--- src/sv/olid_pkg.sv ---
// Shared types and codes for the ordered list block.
`timescale 1ns / 1ps
`default_nettype none

package olid_pkg;

    localparam int DEFAULT_CAPACITY = 16;

    localparam logic [1:0] ACT_APPEND = 2'd0;
    localparam logic [1:0] ACT_INSERT = 2'd1;
    localparam logic [1:0] ACT_DELETE = 2'd2;
    localparam logic [1:0] ACT_READ   = 2'd3;

    localparam logic [1:0] ST_OK       = 2'd0;
    localparam logic [1:0] ST_FULL     = 2'd1;
    localparam logic [1:0] ST_BAD_POS  = 2'd2;
    localparam logic [1:0] ST_NOTFOUND = 2'd3;

    // Broadcast to every cell of the chain.
    typedef struct packed {
        logic ins;    // insert or append at the given slot
        logic cmp;    // latch per-cell match flags
        logic del;    // resolve delete and close the gap
        logic found;  // some held entry matched
    } olid_ctl_t;

endpackage

`default_nettype wire

--- src/sv/ordered_list_insert_delete.sv ---
// Top level of the ordered list: control, cell chain and result register.
`timescale 1ns / 1ps
`default_nettype none

// Packed list of up to CAPACITY signed 32-bit entries held in a chain of cells.
// Append, insert and read: every cell decides in parallel whether to load,
// shift up or hold. Delete: on accept each cell latches a match flag, then
// the S_DEL state ripples those flags down the chain to find the highest
// matching entry and shifts the cells above it down by one.
// Results sit in an output register; a new beat is taken while the result is
// unclaimed only if out_ready frees that register in the same cycle.
// Rejected actions (full, bad position, not found) leave the list untouched.

module ordered_list_insert_delete
    import olid_pkg::*;
#(
    parameter int CAPACITY = DEFAULT_CAPACITY
)
(
    input  wire logic               clk,
    input  wire logic               rst_n,
    input  wire logic               in_valid,
    output logic                    in_ready,
    input  wire logic [1:0]         action,
    input  wire logic signed [31:0] value,
    input  wire logic [3:0]         position,
    output logic                    out_valid,
    input  wire logic               out_ready,
    output logic [1:0]              status,
    output logic [4:0]              entry_count,
    output logic signed [31:0]      read_value,
    output logic [3:0]              removed_index
);

    localparam int CW   = $clog2(CAPACITY + 1);
    localparam int IW   = $clog2(CAPACITY);
    localparam int PW   = (CW > 4) ? CW : 4;
    localparam int EW   = (CW > 5) ? CW : 5;
    localparam int RW   = (IW > 4) ? IW : 4;
    localparam int RD_N = (CAPACITY < 16) ? CAPACITY : 16;

    typedef enum logic [1:0] {
        S_IDLE = 2'b01,
        S_DEL  = 2'b10
    } state_t;

    state_t         state_reg, state_next;
    logic [CW-1:0]  count_reg, count_next;
    logic           out_valid_reg, out_valid_next;
    logic [1:0]     status_reg, status_next;
    logic [4:0]     entry_count_reg, entry_count_next;
    logic [31:0]    read_value_reg, read_value_next;
    logic [3:0]     removed_index_reg, removed_index_next;

    olid_ctl_t      ctl;
    logic           accept;
    logic           is_add;
    logic           full;
    logic           bad_add;
    logic           bad_read;
    logic [PW-1:0]  pos_ext;
    logic [PW-1:0]  count_pw;
    logic [PW-1:0]  at_pw;
    logic [CW-1:0]  at;
    logic [31:0]    cell_entry [CAPACITY];
    logic [CAPACITY:0]   above;
    logic [CAPACITY-1:0] kill;
    logic [31:0]    rd_mux;
    logic [IW-1:0]  hit_idx;
    logic [EW-1:0]  count_ew;
    logic [RW-1:0]  hit_rw;

    assign in_ready = (state_reg == S_IDLE) && (!out_valid_reg || out_ready);
    assign accept   = in_valid && in_ready;

    assign pos_ext  = PW'(position);
    assign count_pw = PW'(count_reg);
    assign is_add   = (action == ACT_APPEND) || (action == ACT_INSERT);
    assign full     = (count_reg == CW'(CAPACITY));
    assign at_pw    = (action == ACT_APPEND) ? count_pw : pos_ext;
    assign bad_add  = (at_pw > count_pw);
    assign bad_read = (pos_ext >= count_pw);
    assign at       = at_pw[CW-1:0];

    assign ctl.ins   = accept && is_add && !full && !bad_add;
    assign ctl.cmp   = accept && (action == ACT_DELETE);
    assign ctl.del   = (state_reg == S_DEL);
    assign ctl.found = above[0];

    assign above[CAPACITY] = 1'b0;

    for (genvar i = 0; i < CAPACITY; i++)
    begin : g_cell
        logic [31:0] prev_e;
        logic [31:0] next_e;

        if (i == 0)
        begin : g_first
            assign prev_e = value;
        end
        else
        begin : g_prev
            assign prev_e = cell_entry[i-1];
        end

        if (i == CAPACITY - 1)
        begin : g_last
            assign next_e = cell_entry[i];
        end
        else
        begin : g_next
            assign next_e = cell_entry[i+1];
        end

        olid_cell #(
            .IDX (i),
            .CW  (CW)
        ) u_cell (
            .clk        (clk),
            .rst_n      (rst_n),
            .ctl        (ctl),
            .at         (at),
            .count      (count_reg),
            .value      (value),
            .prev_entry (prev_e),
            .next_entry (next_e),
            .above_in   (above[i+1]),
            .above_out  (above[i]),
            .kill       (kill[i]),
            .entry      (cell_entry[i])
        );
    end

    // read port covers only the cells a 4-bit index can reach
    always_comb
    begin
        rd_mux = '0;
        for (int i = 0; i < RD_N; i++)
        begin
            if (position == 4'(i))
                rd_mux = cell_entry[i];
        end
    end

    // kill is one-hot at the highest matching cell
    always_comb
    begin
        hit_idx = '0;
        for (int i = 0; i < CAPACITY; i++)
        begin
            if (kill[i])
                hit_idx = hit_idx | IW'(i);
        end
    end

    assign hit_rw   = RW'(hit_idx);
    assign count_ew = EW'(count_next);

    always_comb
    begin
        state_next         = state_reg;
        count_next         = count_reg;
        out_valid_next     = out_valid_reg && !out_ready;
        status_next        = status_reg;
        read_value_next    = read_value_reg;
        removed_index_next = removed_index_reg;

        unique case (state_reg)
            S_IDLE:
            begin
                if (accept)
                begin
                    read_value_next    = '0;
                    removed_index_next = '0;
                    status_next        = ST_OK;
                    if (action == ACT_DELETE)
                    begin
                        state_next = S_DEL;
                    end
                    else
                    begin
                        out_valid_next = 1'b1;
                        if (is_add)
                        begin
                            priority if (full)
                                status_next = ST_FULL;
                            else if (bad_add)
                                status_next = ST_BAD_POS;
                            else
                                count_next = count_reg + 1'b1;
                        end
                        else
                        begin
                            if (bad_read)
                                status_next = ST_BAD_POS;
                            else
                                read_value_next = rd_mux;
                        end
                    end
                end
            end
            S_DEL:
            begin
                state_next     = S_IDLE;
                out_valid_next = 1'b1;
                if (ctl.found)
                begin
                    count_next         = count_reg - 1'b1;
                    removed_index_next = hit_rw[3:0];
                end
                else
                begin
                    status_next = ST_NOTFOUND;
                end
            end
            default:
            begin
                state_next = S_IDLE;
            end
        endcase
    end

    assign entry_count_next = count_ew[4:0];

    always_ff @(posedge clk or negedge rst_n)
    begin
        if (!rst_n)
        begin
            state_reg     <= S_IDLE;
            count_reg     <= '0;
            out_valid_reg <= 1'b0;
        end
        else
        begin
            state_reg     <= state_next;
            count_reg     <= count_next;
            out_valid_reg <= out_valid_next;
        end
    end

    always_ff @(posedge clk)
    begin
        status_reg        <= status_next;
        entry_count_reg   <= entry_count_next;
        read_value_reg    <= read_value_next;
        removed_index_reg <= removed_index_next;
    end

    assign out_valid     = out_valid_reg;
    assign status        = status_reg;
    assign entry_count   = entry_count_reg;
    assign read_value    = read_value_reg;
    assign removed_index = removed_index_reg;

endmodule

`default_nettype wire

--- src/sv/olid_cell.sv ---
// One storage cell of the insertion list chain.
`timescale 1ns / 1ps
`default_nettype none

module olid_cell
    import olid_pkg::*;
#(
    parameter int IDX = 0,
    parameter int CW  = 5
)
(
    input  wire logic          clk,
    input  wire logic          rst_n,
    input  wire olid_ctl_t     ctl,
    input  wire logic [CW-1:0] at,
    input  wire logic [CW-1:0] count,
    input  wire logic [31:0]   value,
    input  wire logic [31:0]   prev_entry,
    input  wire logic [31:0]   next_entry,
    input  wire logic          above_in,
    output logic               above_out,
    output logic               kill,
    output logic [31:0]        entry
);

    localparam logic [CW-1:0] MY = CW'(IDX);

    logic [31:0] entry_reg;
    logic [31:0] entry_next;
    logic        match_reg;
    logic        match_next;
    logic        load;
    logic        shift_up;
    logic        shift_down;

    assign load       = ctl.ins && (MY == at);
    assign shift_up   = ctl.ins && (MY > at) && (MY <= count);
    // hit index <= this cell when nothing above matched
    assign shift_down = ctl.del && ctl.found && !above_in;

    always_comb
    begin
        priority if (load)
            entry_next = value;
        else if (shift_up)
            entry_next = prev_entry;
        else if (shift_down)
            entry_next = next_entry;
        else
            entry_next = entry_reg;
    end

    assign match_next = ctl.cmp ? ((MY < count) && (entry_reg == value)) : match_reg;

    always_ff @(posedge clk)
    begin
        entry_reg <= entry_next;
    end

    always_ff @(posedge clk or negedge rst_n)
    begin
        if (!rst_n)
            match_reg <= 1'b0;
        else
            match_reg <= match_next;
    end

    assign above_out = above_in | match_reg;
    assign kill      = match_reg & ~above_in;
    assign entry     = entry_reg;

endmodule

`default_nettype wire

--- config.mk ---
export PLATFORM = sky130hd
export DESIGN_NAME = ordered_list_insert_delete
export DESIGN_NICKNAME = d
export VERILOG_FILES = /design/src/sv/olid_pkg.sv /design/src/sv/ordered_list_insert_delete.sv /design/src/sv/olid_cell.sv
export SDC_FILE = /design/constraint.sdc
export NUM_CORES = 2
export LEC_CHECK = 0
export BUFFER_PORTS_ARGS = -buffer_cell sky130_fd_sc_hd__buf_2
export CAP_MARGIN = 20
export CELL_PAD_IN_SITES_DETAIL_PLACEMENT = 0
export CELL_PAD_IN_SITES_GLOBAL_PLACEMENT = 2
export CORE_MARGIN = 4
export CORE_UTILIZATION = 39
export CTS_CLUSTER_SIZE = 28
export DETAILED_ROUTE_END_ITERATION = 16
export PLACE_DENSITY = 0.87
export SYNTH_ARGS = -nofsm -noshare
export SYNTH_HDL_FRONTEND = slang
export SYNTH_HIERARCHICAL = 1
export SYNTH_SLANG_ARGS = --single-unit
--- constraint.sdc ---
create_clock -name clk -period 7.2 [get_ports clk]
set_input_delay 0 -clock clk [delete_from_list [all_inputs] [get_ports clk]]
set_output_delay 0 -clock clk [all_outputs]
set_load 0.02 [all_outputs]
==> flow_metrics.tcl <==
set metrics [dict create \
    cp_data_arrival_time_ns 7.04 \
    die_h_um 333.0 \
    clockPowerShare 0.336 \
    n_fill_cell 10070 \
    powerDensity_mw_per_mm2 244.5 \
    final_common_cell "edfxtp_1" \
    crit_chain "inv_1 > nand2_1 > or2_2 > or2_2 > or2_2 > or2_2 > or2_2 > or2_2 > or2_2 > or2_2 > or2_2 > or2_2 > or2_2 > or2_2 > or2_2 > or2_2 > or2_2 > nand2_1 > o21ai_0 > or2_2" \
    clockBufferDepth 3 \
    synthCells 3971 \
    fin_util 0.4331 \
    grt.overflow.total 0 \
    relSlewSlack 0.09226 \
    cp_top_family "simple AND/OR/NAND/NOR gates" \
    clk_latency_ns 0.65 \
    cpMostUsedCell "or2_2" \
    numPortBuffers 86 \
    fin_ws_ns 0.3815 \
    seqPwrFrac 0.407 \
    cts_root_buf "clkbuf_16" \
    place_ws_ns 0.5269 \
    antenna_found_initial 3 \
    period_minus_slack_ns 6.818 \
    rrSetupSlack_ns 0.38 \
    largest_reg_flops 512 \
    grt_start_max_net_pins 66 \
    internal_power_uw 7147 \
    drtIter0Drc 6022 \
    syn_area_per_cell_sq_um 10.37 \
    combPwrFrac 0.257 \
    dp_hpwl_um 130300 \
    stdcell_count 5450 \
    wl_per_cell_um 34.63 \
    path_clk_slew_ns 0.06 \
    crit_required_ns 7.42 \
    core_sq_mm 0.1042 \
    grt_pass1_wl_um 263200 \
    dieWidth_um 333.0 \
    drive_gt1_frac 0.1310 \
    swShare 0.3526 \
    hold_viol_final 0 \
    cts_tree "built" \
    fp-row-count 118 \
    max_freq_mhz 146.7 \
    crit_type "reg -> reg" \
    flow.area_growth_from_synthesis_pct 9.588 \
    fp.dieArea_sq_mm 0.1109 \
    totalWireLength_um 188700 \
    worstSetupEndpointType "register" \
    critPathBufInv 1 \
    drc_errors 0 \
    dp.cells 5300 \
    ir_drop_uv 223.3 \
    grtUsageTotal 0.3248 \
    slowest_stage "or2_2" \
    maxCapViolations 0 \
    synthesis.area_sq_mm 0.04120 \
    hold_path_class "in -> reg" \
    critPathMaxStageDelay_ns 0.70 \
    cts-resized-gates 0 \
    vias 36120 \
    finalSetupViolCount 0 \
    gp_congestion 0.9703 \
    drv_slew 0 \
    finalCritPeriodShare 0.9470 \
    h-tree-depth 3 \
    yosysWarnings 6 \
    layout_common_cells "edfxtp_1 (550), xor2_1 (418), mux2i_1 (349)" \
    drt-pass1-iter-count 8 \
    worstSetupStartpointType "register" \
    worstMarginPinSlew_ns 1.347 \
    clkSinkCount 579 \
    worstPathMaxFanout 32 \
    cts_buffers 71 \
    initial_core_util 0.3952 \
    top_level_ports 87 \
    rsz0062_at_grt "false" \
    p_leak_uw 0.01735 \
    setup_tns_ns 0 \
    viasPerCell 6.628 \
    status "complete, no violations" \
    layout.nets 4066 \
    clock-skew-final_ns 0.03369 \
    grt_pass1_vias 33680 \
    antenna_left 0 \
    switching_power_uw 3893 \
]
## per-layer routing
metal / wire length (um) / share of wire / vias up / track usage
li1: - / - / 15030 / -
met1: 73070 / 0.39 / 17650 / 0.4501
met2: 77670 / 0.41 / 2947 / 0.4655
met3: 26200 / 0.14 / 491 / 0.08821
met4: 11750 / 0.062 / 6 / 0.1641
met5: 41 / 0.00022 / - / 0
## power by group through the flow
stage | clock network, uW | registers (uW) | logic [uW]
final | 3710 | 4490 | 2840
after global placement | 0 | 4530 | 2680
after detailed placement | 0 | 4530 | 2720
after CTS | 3720 | 4460 | 2750
after global routing | 3860 | 4490 | 2970
after floorplan | 0 | 4480 | 1590
## through the flow
stage          total power [uW]  hold WS (ns)  area [sq um]
5_1_grt                   11310       0.06232         45140
2_1_floorplan              6076       -0.2956         41200
3_5_place_dp               7252        0.1624         42600
3_3_place_gp               7215        0.1617         42590
6_report                  11040       0.03348         45150
4_1_cts                   10940      0.008203         45090
## worst paths after layout
path,startpoint,endpoint,cells past startpoint
worst min-delay path,value[4],g_cell[15].u_cell/entry[4],3
worst max-delay path,g_cell[15].u_cell/match_reg,g_cell[2].u_cell/entry[10],20
min in group asynchronous,rst_n,g_cell[14].u_cell/match_reg,2
worst min register to register,state_reg[0],state_reg[0],2
worst max register to register,g_cell[15].u_cell/match_reg,g_cell[2].u_cell/entry[10],20
max in group asynchronous,rst_n,count_pw[4],2
## area by class of cell
class / count / area (sq um) / area share
Multi-Input combinational cell: 3055 / 21990 / 0.4872
Timing Repair Buffer: 229 / 1582 / 0.03503
Tap cell: 1380 / 1727 / 0.03825
Sequential cell: 579 / 17220 / 0.3814
Antenna cell: 1 / 2.502 / 0.00005543
Clock buffer: 98 / 2054 / 0.04551
Clock inverter: 32 / 282.8 / 0.006263
Inverter: 76 / 285.3 / 0.006319
## timing repair
item / in CTS / in global routing
endpoints found under the hold margin: 62 / 0
hold buffers: 15 / 0
buffers inserted: 0 / 0
## worst reg2reg max path: stages, from the launching register on
cell and delay [ns]:
dfrtp_1 0.36, inv_1 0.10, nand2_1 0.11, or2_2 0.32
or2_2 0.32, or2_2 0.34, or2_2 0.32, or2_2 0.30
or2_2 0.30, or2_2 0.34, or2_2 0.32, or2_2 0.33
or2_2 0.32, or2_2 0.34, or2_2 0.31, or2_2 0.32
or2_2 0.33, or2_2 0.41, nand2_1 0.09, o21ai_0 0.06
or2_2 0.70
(Power assumes the default switching activity.)
